File: src/rtl/core/tdith_pkg.sv
`timescale 1ns / 1ps

package tdith_pkg;

  // Generator and output range
  localparam logic [31:0] SEED_RESET = 32'hDEAD_BEEF;
  localparam int unsigned XS_A = 13;
  localparam int unsigned XS_B = 17;
  localparam int unsigned XS_C = 5;
  localparam int unsigned DROP_BITS_DEF = 8;
  localparam int unsigned SAMPLE_W = 32;
  localparam int unsigned OUT_W = 16;
  // Wide sum: sample plus one byte minus one byte never leaves 34 bits
  localparam int unsigned SUM_W = SAMPLE_W + 2;
  localparam logic signed [OUT_W-1:0] OUT_MAX = 16'sh7FFF;
  localparam logic signed [OUT_W-1:0] OUT_MIN = 16'sh8000;

  // Register indexes
  typedef enum logic [0:0] {
    CFG_MODE = 1'b0,
    CFG_SEED = 1'b1
  } cfg_reg_e;

  // Mode register codes
  typedef enum logic [0:0] {
    MODE_DITHER = 1'b0,
    MODE_PASS   = 1'b1
  } mode_e;

  // Two noise bytes for one item
  typedef struct packed {
    logic [7:0] add_byte;
    logic [7:0] sub_byte;
  } noise_t;

  // One xorshift32 step
  function automatic logic [31:0] prng_advance(logic [31:0] x);
    logic [31:0] y;
    y = x ^ (x << XS_A);
    y = y ^ (y >> XS_B);
    y = y ^ (y << XS_C);
    return y;
  endfunction

endpackage

File: src/rtl/core/tdith_prng.sv
`timescale 1ns / 1ps

module tdith_prng (
  input  logic                 clk_i,
  input  logic                 rst_ni,
  input  logic                 adv_i,
  input  logic                 seed_we_i,
  input  logic [31:0]          seed_i,
  output tdith_pkg::noise_t    noise_o
);
  import tdith_pkg::*;

  logic [31:0] state_q, state_d;
  logic [31:0] step1, step2;

  // Two chained steps from the current word
  always_comb begin
    step1 = prng_advance(state_q);
    step2 = prng_advance(step1);
    noise_o.add_byte = step1[7:0];
    noise_o.sub_byte = step2[7:0];
  end

  // Seed load (zero maps to one) or advance by two
  always_comb begin
    state_d = state_q;
    if (seed_we_i) begin
      state_d = (seed_i == 32'd0) ? 32'd1 : seed_i;
    end else if (adv_i) begin
      state_d = step2;
    end
  end

  always_ff @(posedge clk_i or negedge rst_ni) begin
    if (!rst_ni) begin
      state_q <= SEED_RESET;
    end else begin
      state_q <= state_d;
    end
  end

  // Zero is a fixed point and must never be reached
  assert property (@(posedge clk_i) disable iff (!rst_ni) state_q != 32'd0)
    else $error("prng word is zero");

  // Word moves only on an advance or a seed write
  assert property (@(posedge clk_i) disable iff (!rst_ni)
    (!adv_i && !seed_we_i) |=> $stable(state_q))
    else $error("prng word changed without cause");

  // A seed write loads the seed, or one for a zero seed
  assert property (@(posedge clk_i) disable iff (!rst_ni)
    seed_we_i |=> (state_q == (($past(seed_i) == 32'd0) ? 32'd1 : $past(seed_i))))
    else $error("seed not loaded");

endmodule

File: src/rtl/core/tdith_requant.sv
`timescale 1ns / 1ps

module tdith_requant #(
  parameter int unsigned DROP_BITS = tdith_pkg::DROP_BITS_DEF
) (
  input  logic signed [tdith_pkg::SAMPLE_W-1:0] sample_i,
  input  tdith_pkg::noise_t                     noise_i,
  input  logic                                  pass_i,
  output logic signed [tdith_pkg::OUT_W-1:0]    sample_o,
  output logic                                  clip_o
);
  import tdith_pkg::*;

  logic signed [SUM_W-1:0] wide_sample;
  logic signed [SUM_W-1:0] dith_sum;
  logic signed [SUM_W-1:0] shifted;
  logic signed [SUM_W-1:0] value;
  logic signed [SUM_W-1:0] lim_max, lim_min;

  // Wide add of one noise byte and subtract of the other, floor shift, then mode select
  always_comb begin
    wide_sample = SUM_W'(sample_i);
    dith_sum = wide_sample + $signed({{(SUM_W-8){1'b0}}, noise_i.add_byte})
                           - $signed({{(SUM_W-8){1'b0}}, noise_i.sub_byte});
    shifted = dith_sum >>> DROP_BITS;
    value = pass_i ? wide_sample : shifted;
  end

  // Saturate to the 16-bit range
  always_comb begin
    lim_max = SUM_W'(OUT_MAX);
    lim_min = SUM_W'(OUT_MIN);
    clip_o = 1'b0;
    sample_o = value[OUT_W-1:0];
    if (value > lim_max) begin
      sample_o = OUT_MAX;
      clip_o = 1'b1;
    end else if (value < lim_min) begin
      sample_o = OUT_MIN;
      clip_o = 1'b1;
    end
  end

endmodule

File: src/rtl/core/tpdf_dither_24_to_16.sv
`timescale 1ns / 1ps
// Latency: two register stages; an accepted item passes through the input register,
// then the result register, which drives the output stream.
// Throughput: one item per cycle; the input stalls only when both registers
// hold an item and m_axis_tready is low.
// Reset: pipeline empty, mode = dither, generator word = 0xDEADBEEF.

module tpdf_dither_24_to_16 #(
  parameter int unsigned DROP_BITS = tdith_pkg::DROP_BITS_DEF
) (
  input  logic        clk_i,
  input  logic        rst_ni,
  // Configuration write port
  input  logic        cfg_we_i,
  input  logic [0:0]  cfg_idx_i,
  input  logic [31:0] cfg_wdata_i,
  // Input stream
  input  logic        s_axis_tvalid,
  output logic        s_axis_tready,
  input  logic [31:0] s_axis_tdata,   // [31:0] sample_in
  input  logic        s_axis_tlast,   // end_of_buffer
  // Output stream
  output logic        m_axis_tvalid,
  input  logic        m_axis_tready,
  output logic [15:0] m_axis_tdata,   // [15:0] sample_out
  output logic        m_axis_tuser,   // [0] clipped
  output logic        m_axis_tlast    // end_flag
);
  import tdith_pkg::*;

  mode_e mode_q;
  logic  in_fire, s1_adv, seed_we;

  // Input register
  logic                       s1_valid_q;
  logic signed [SAMPLE_W-1:0] s1_sample_q;
  logic                       s1_last_q;
  logic                       s1_pass_q;
  noise_t                     s1_noise_q;
  noise_t                     noise;

  // Result register
  logic                       out_valid_q;
  logic signed [OUT_W-1:0]    out_sample_q;
  logic                       out_clip_q;
  logic                       out_last_q;
  logic signed [OUT_W-1:0]    rq_sample;
  logic                       rq_clip;

  // Handshake
  assign s1_adv        = !out_valid_q || m_axis_tready;
  assign s_axis_tready = !s1_valid_q || s1_adv;
  assign in_fire       = s_axis_tvalid && s_axis_tready;
  assign seed_we       = cfg_we_i && (cfg_reg_e'(cfg_idx_i) == CFG_SEED);

  // Mode register
  always_ff @(posedge clk_i or negedge rst_ni) begin
    if (!rst_ni) begin
      mode_q <= MODE_DITHER;
    end else if (cfg_we_i && (cfg_reg_e'(cfg_idx_i) == CFG_MODE)) begin
      mode_q <= mode_e'(cfg_wdata_i[0]);
    end
  end

  // Generator advances by two steps for each item taken in dither mode
  tdith_prng u_prng (
    .clk_i     (clk_i),
    .rst_ni    (rst_ni),
    .adv_i     (in_fire && (mode_q == MODE_DITHER)),
    .seed_we_i (seed_we),
    .seed_i    (cfg_wdata_i),
    .noise_o   (noise)
  );

  // Input register: valid
  always_ff @(posedge clk_i or negedge rst_ni) begin
    if (!rst_ni) begin
      s1_valid_q <= 1'b0;
    end else if (s_axis_tready) begin
      s1_valid_q <= s_axis_tvalid;
    end
  end

  // Input register: payload
  always_ff @(posedge clk_i) begin
    if (in_fire) begin
      s1_sample_q <= $signed(s_axis_tdata);
      s1_last_q   <= s_axis_tlast;
      s1_pass_q   <= (mode_q == MODE_PASS);
      s1_noise_q  <= noise;
    end
  end

  tdith_requant #(
    .DROP_BITS (DROP_BITS)
  ) u_requant (
    .sample_i (s1_sample_q),
    .noise_i  (s1_noise_q),
    .pass_i   (s1_pass_q),
    .sample_o (rq_sample),
    .clip_o   (rq_clip)
  );

  // Result register: valid
  always_ff @(posedge clk_i or negedge rst_ni) begin
    if (!rst_ni) begin
      out_valid_q <= 1'b0;
    end else if (s1_adv) begin
      out_valid_q <= s1_valid_q;
    end
  end

  // Result register: payload
  always_ff @(posedge clk_i) begin
    if (s1_adv && s1_valid_q) begin
      out_sample_q <= rq_sample;
      out_clip_q   <= rq_clip;
      out_last_q   <= s1_last_q;
    end
  end

  assign m_axis_tvalid = out_valid_q;
  assign m_axis_tdata  = out_sample_q;
  assign m_axis_tuser  = out_clip_q;
  assign m_axis_tlast  = out_last_q;

  // Back-pressure only when both registers hold an item
  assert property (@(posedge clk_i) disable iff (!rst_ni)
    !s_axis_tready |-> (s1_valid_q && out_valid_q && !m_axis_tready))
    else $error("input stalled with room in the pipeline");

  // A clipped result sits at one of the range limits
  assert property (@(posedge clk_i) disable iff (!rst_ni)
    (out_valid_q && out_clip_q) |-> (out_sample_q == OUT_MAX || out_sample_q == OUT_MIN))
    else $error("clipped result not at a limit");

  // An accepted item reaches the input register
  assert property (@(posedge clk_i) disable iff (!rst_ni)
    in_fire |=> s1_valid_q)
    else $error("accepted item lost");

endmodule

File: config.mk
export PLATFORM = sky130hd
export DESIGN_NAME = tpdf_dither_24_to_16
export DESIGN_NICKNAME = d
export VERILOG_FILES = /design/src/rtl/core/tdith_pkg.sv /design/src/rtl/core/tdith_prng.sv /design/src/rtl/core/tdith_requant.sv /design/src/rtl/core/tpdf_dither_24_to_16.sv
export SDC_FILE = /design/constraint.sdc
export NUM_CORES = 1
export LEC_CHECK = 0
export ABC_AREA = 1
export CORE_ASPECT_RATIO = 2
export CORE_MARGIN = 2
export CORE_UTILIZATION = 65
export DETAILED_ROUTE_END_ITERATION = 12
export DONT_BUFFER_PORTS = 1
export PLACE_DENSITY = 0.81
export SETUP_SLACK_MARGIN = 0.05
export SYNTH_ARGS = -nofsm -noshare
export SYNTH_HDL_FRONTEND = slang
export SYNTH_SLANG_ARGS = --single-unit
export TNS_END_PERCENT = 5
File: constraint.sdc
create_clock -name clk_i -period 4.05 [get_ports clk_i]
set_input_delay 0.405 -clock clk_i [delete_from_list [all_inputs] [get_ports clk_i]]
set_output_delay 0.405 -clock clk_i [all_outputs]
set_load 0.03 [all_outputs]
==> summary.md, run 1 <==
| Metric | Value |
|---|---|
| CP Max Fanout | 8 |
| Post-Syn Area | 8130 um^2 |
| Post-synth EDFFs | 68 |
| Share of post-route cells with drive strength above 1 | 0.192 |
| Required time of the critical path | 4160 ps |
| Max Clock Freq | 249 MHz |
| Number of fill cells | 948 |
| Height of the chip | 162 um |
| First-pass GRT wire length | 37900 um |
| Hold EP | mode_q$_DFFE_PN0P_ |
| Initial core utilization | 0.667 |
| Total track usage | 0.366 |
| Reg2reg path depth | 25 |
| WL met1 | 7730 um |
| Placed cell area | 8430 um^2 |
| Vias | 7614 |
| Clock sink total | 103 |
| Die X | 83.1 um |
| Gr ovfl total | 0 |
| Critical path endpoint category | flip-flop |
| Area leader, netlist | edfxtp_1 |
| Number of diodes | 0 |
| Reg2reg setup slack | 30 ps |
| Status | completed |
| Setup TNS | 0 ps |
| Slew HR | 0.174 |
| RD Place Congestion | 0.998 |
| Num CTS Buffers | 9 |
| CORE AREA | 12200 um^2 |
| Via-to-Cell Ratio | 5.91 |
| Vias in the first global route | 7573 |
| Clock Path Buffers | 2 |
| Worst r2r src | s1_noise_q[10]$_DFFE_PP_ |
| CTS tree | built |
| Rows | 57 |
| Fin. max-slew vios | 0 |
| Seq cells post-synth | 103 |
| Sequential area share after synthesis | 0.362 |
| Drt total wl | 25600 um |
| Min-delay src | cfg_we_i |
| Setup CP Type | reg -> reg |
| Setup violators final | 0 |
| Port Buffer Count | 0 |
| Later-pin clock latency in the skew report | 350 ps |
| Worst EP arrival | 4130 ps |
| Share of the clock period used by the worst path | 0.992 |
| Final Hold Fails | 0 |
| Root buf cell | clkbuf_16 |
| Hold crit path type | in -> reg |
| RR Endpoint | m_axis_tdata[5]$_SDFFCE_PN1P_ |
| Fin util | 0.754 |
| Synth area leaders | edfxtp_1, nand2_1, xor2_1 |
| Reg clk slew, reported paths | 80 ps |
| # IOs | 91 |
| Slew of the pin with the lowest slew margin | 1240 ps |
| RSZ-0062 raised after global routing | true |
| Initial antenna violation count | 0 |
| Pin count of the biggest net entering global routing | 51 |
| Most frequent cell after synthesis | nand2_1 |
| Most frequent cells after synthesis | nand2_1, inv_1, nor2_1 |
| DR pass1 iterations | 7 |
| Max cap viols | 0 |
| Avg Synthesized Cell Area | 7.39 um^2 |
| Fin area | 9200 um^2 |
| Async SR Flop Fraction | 0.340 |
| Die area | 13500 um^2 |
| Ys flop type | edfxtp_1 |
| Synth Instances | 1100 |
| Area Overhead vs Synth | 13.1% |
| DRT antenna net count | 0 |
| Final setup skew | 16.7 ps |
| Remaining DRCs | 0 |
| Startpoint types | flip-flop |
| Hold Path Depth | 1 |
| Max Used Layer | met4 |
| Syn Nets | 1187 |
| 1st-iter DRT viols | 577 |
| Layout Nets | 1224 |
| Metal2 WL | 13500 um |
| YS warnings | 0 |
| Hpwl dp | 19800 um |
| Min Tclk post-route | 4020 ps |
| Drt wl/cell | 19.8 um |
| Met3 WL | 1460 um |
| H-tree levels | 3 |
| Synth cell types | 47 |
| Top cell type's share of synthesized area | 0.251 |
[cells in the final DEF (no fill, tap or decap), drive strengths merged, types with 11 or more instances in the layout]
cell type  instances
a21oi             32
buf               43
edfxtp            68
dfrtp             11
dfstp             24
nor2             126
or2               11
xnor2             48
nor3              11
nand3             88
o21ai             52
xor2              75
inv              125
nand2            355
ha                15
[kinds of logic after synthesis]
logic type | count (synthesis) | share of synthesized area
fa+ha+maj | 16 | 0.0255
xor+xnor | 123 | 0.134
simple gates | 615 | 0.342
compound gates | 101 | 0.0675
flops | 103 | 0.362
buf+inv | 142 | 0.0681
[what timing repair did]
item / 4_1_cts / 5_1_grt
hold buffers: 2 / 0
gates resized for setup: 8 / 58
gates cloned: 0 / 2
pin swaps: 2 / 36
setup endpoints to repair: 16 / 16
buffers inserted: 1 / 15
hold endpoints to repair: 35 / 0
[flip-flops by register name, indices dropped and copies added, names as in the netlist, 16 cells and up]
name and cells:
m_axis_tdata 16, s1_noise_q 16, s1_sample_q 32, u_prng.state_q 32
[metrics by stage]
step | std cells | setup slack [ps] | hold WS, ps
6_report | 1289 | 34.1 | 141
5_1_grt | 1289 | -186 | 136
4_1_cts | 1272 | 51.8 | 135
3_5_place_dp | 1253 | -76.0 | 110
3_3_place_gp | 1253 | 9.02 | 110
2_1_floorplan | 1100 | 436 | 109
[how the worst max path moves through the flow]
stage / start / end / slack [ps] / cells after the start
after detailed placement: s1_noise_q[10]$_DFFE_PP_ / m_axis_tdata[1]$_SDFFCE_PN1P_ / -80 / 23
after floorplan: s1_sample_q[0]$_DFFE_PP_ / m_axis_tdata[11]$_SDFFCE_PN1P_ / 440 / 25
final: s1_noise_q[10]$_DFFE_PP_ / m_axis_tdata[5]$_SDFFCE_PN1P_ / 30 / 25
after global routing: s1_sample_q[4]$_DFFE_PP_ / m_axis_tdata[11]$_SDFFCE_PN1P_ / -190 / 25
after CTS: s1_sample_q[0]$_DFFE_PP_ / m_axis_tuser$_SDFFCE_PN1P_ / 50 / 25
after global placement: s1_noise_q[10]$_DFFE_PP_ / m_axis_tdata[4]$_SDFFCE_PN1P_ / 9 / 23
[critical path, cell delays in order (launching register included)]
cell and delay [ps]:
edfxtp_1 460, ha_4 320, buf_6 120, nor2_1 50, a21oi_2 150, xor2_1 230, ha_1 310, nand2_1 110
inv_1 40, nand2_1 60, nand2_1 90, a21oi_2 190, nand2_2 120, inv_4 80, nand3_4 140, buf_4 190
nor2_4 140, nand3_1 90, nand3_1 100, nand2_1 80, nor2_1 80, nand2_1 50, nand3b_1 170, nand2_2 170
clkbuf_16 180, nand2_1 60
[per-layer routing]
| metal | track usage | up-vias |
|---|---|---|
| li1 | - | 3613 |
| met1 | 0.335 | 3441 |
| met2 | 0.691 | 386 |
| met3 | 0.0457 | 174 |
| met4 | 0.314 | 0 |
| met5 | 0 | - |
[area by class of cell]
type / count / area, um^2 / share of cell area
Clock buffer: 9 / 225 / 0.0245
Multi-Input combinational cell: 856 / 4910 / 0.534
Timing Repair Buffer: 45 / 387 / 0.0420
Clock inverter: 7 / 83.8 / 0.00911
Sequential cell: 103 / 2950 / 0.320
Inverter: 122 / 460 / 0.0500
Tap cell: 147 / 184 / 0.0200
Power of run 1 is not shown: default switching activity piles up to over one toggle a cycle in this logic, so the estimate is an artifact.
==> run 2, diff against run 1 <==
--- a/config.mk
+++ b/config.mk
@@ -8,11 +8,12 @@
 export ABC_AREA = 1
 export CORE_ASPECT_RATIO = 2
 export CORE_MARGIN = 2
-export CORE_UTILIZATION = 65
+export CORE_UTILIZATION = 59
 export DETAILED_ROUTE_END_ITERATION = 12
 export DONT_BUFFER_PORTS = 1
-export PLACE_DENSITY = 0.81
+export PLACE_DENSITY = 0.78
 export SETUP_SLACK_MARGIN = 0.05
+export SKIP_CTS_REPAIR_TIMING = 1
 export SYNTH_ARGS = -nofsm -noshare
 export SYNTH_HDL_FRONTEND = slang
 export SYNTH_SLANG_ARGS = --single-unit
==> constraint.sdc (replaced) <==
create_clock -name clk_i -period 3.4 [get_ports clk_i]
set_input_delay 0.34 -clock clk_i [delete_from_list [all_inputs] [get_ports clk_i]]
set_output_delay 0.34 -clock clk_i [all_outputs]
set_load 0.03 [all_outputs]
==> summary.md, run 2 (synthesis results as in run 1) <==
| Metric | Value |
|---|---|
| Share of post-route cells with drive strength above 1 | 0.221 |
| Critical path endpoint category | flip-flop |
| Final setup skew | 15.8 ps |
| Setup ws final | -457 ps |
| Initial antenna violation count | 0 |
| Max cap viols | 0 |
| Final Hold Fails | 0 |
| Commonest cells after routing, fill and taps aside | nand2_1, buf_4, inv_1 |
| Placed cell area | 9190 um^2 |
| Area Overhead vs Synth | 19.1% |
| Die X | 87.0 um |
| Most common cell after layout, fill and taps aside | nand2_1 |
| Port Buffer Count | 0 |
| Worst stage delay on the critical path | 370 ps |
| First-pass GRT wire length | 38600 um |
| Biggest regs | s1_sample_q: 32 flops, u_prng.state_q: 32 flops |
| CTS tree | built |
| Die area | 14800 um^2 |
| DR pass1 iterations | 5 |
| Critical path buffer and inverter count | 4 |
| Crit-path most repeated cell | nand2_1 |
| Hpwl dp | 20600 um |
| 1st-iter DRT viols | 468 |
| Slew HR | 0.266 |
| Drt wl/cell | 18.5 um |
| Num CTS Buffers | 9 |
| Failing checks | setup timing |
| Clock sink total | 103 |
| H-tree levels | 3 |
| Height of the chip | 170 um |
| Hold WS | 67.4 ps |
| Remaining DRCs | 0 |
| Min Tclk post-route | 3860 ps |
| Rows | 60 |
| Initial core utilization | 0.605 |
| Fin. max-slew vios | 0 |
| # IOs | 91 |
| Via-to-Cell Ratio | 5.63 |
| CP Max Fanout | 8 |
| DRT antenna net count | 0 |
| CORE AREA | 13400 um^2 |
| Total track usage | 0.353 |
| Max Clock Freq | 259 MHz |
| Startpoint types | flip-flop |
| Number of diodes | 0 |
| Vias in the first global route | 7928 |
| Reg2reg setup slack | -460 ps |
| Vias | 7754 |
| Required time of the critical path | 3520 ps |
| Setup CP Type | reg -> reg |
| Worst path slowest cell | edfxtp_1 |
| Slew of the pin with the lowest slew margin | 1100 ps |
| Status | complete, but fails checks |
| Clock Path Buffers | 2 |
| Reg clk slew, reported paths | 80 ps |
| Min-delay src | s_axis_tdata[31] |
| CP delay by family, top | simple AND/OR/NAND/NOR gates |
| Reg2reg path depth | 27 |
| Hold crit path type | in -> reg |
| Fin area | 9680 um^2 |
| Dpl ws | -454 ps |
| Hold EP | s1_sample_q[31]$_DFFE_PP_ |
| RR Endpoint | m_axis_tuser$_SDFFCE_PN1P_ |
| RSZ-0062 raised after global routing | true |
| Share of the clock period used by the worst path | 1.13 |
| Pin count of the biggest net entering global routing | 51 |
| Root buf cell | clkbuf_16 |
| Worst r2r src | s1_sample_q[0]$_DFFE_PP_ |
| Drt total wl | 25500 um |
| Later-pin clock latency in the skew report | 360 ps |
| Setup violators final | 16 |
| Layout Nets | 1304 |
| Hold Path Depth | 0 |
| RD Place Congestion | 0.997 |
| Worst EP arrival | 3980 ps |
| Fin util | 0.721 |
| Gr ovfl total | 0 |
## run 2: worst max path at each step
stage,from,endpoint,cells after the start
floorplan,s1_noise_q[10]$_DFFE_PP_,m_axis_tdata[11]$_SDFFCE_PN1P_,23
global placement,s1_sample_q[0]$_DFFE_PP_,m_axis_tdata[1]$_SDFFCE_PN1P_,26
detailed placement,s1_sample_q[5]$_DFFE_PP_,m_axis_tdata[0]$_SDFFCE_PN1P_,25
CTS,s1_sample_q[5]$_DFFE_PP_,m_axis_tdata[8]$_SDFFCE_PN1P_,25
global route,s1_sample_q[3]$_DFFE_PP_,m_axis_tdata[14]$_SDFFCE_PN1P_,25
finish,s1_sample_q[0]$_DFFE_PP_,m_axis_tuser$_SDFFCE_PN1P_,27
## run 2: metrics by stage
step	setup TNS (ps)	cells
2_1_floorplan	-667	1100
3_3_place_gp	-6400	1357
3_5_place_dp	-7150	1357
4_1_cts	-7470	1373
5_1_grt	-10740	1377
6_report	-6910	1377
## run 2: layout make-up
type,count,area (um^2)
Multi-Input combinational cell,856,4800
Fill cell,1072,3750
Sequential cell,103,2950
Timing Repair Buffer,125,966
Inverter,122,459
Clock buffer,9,225
Tap cell,155,194
Clock inverter,7,87.6
## run 2: metal layers
layer | vias to the layer above | global-route usage | part of all wire
met3 | 148 | 0.0582 | 0.044
li1 | 3769 | - | -
met5 | - | 0 | 0
met1 | 3527 | 0.298 | 0.30
met2 | 310 | 0.648 | 0.53
met4 | 0 | 0.346 | 0.12
Power of run 2 is left out for the same reason.
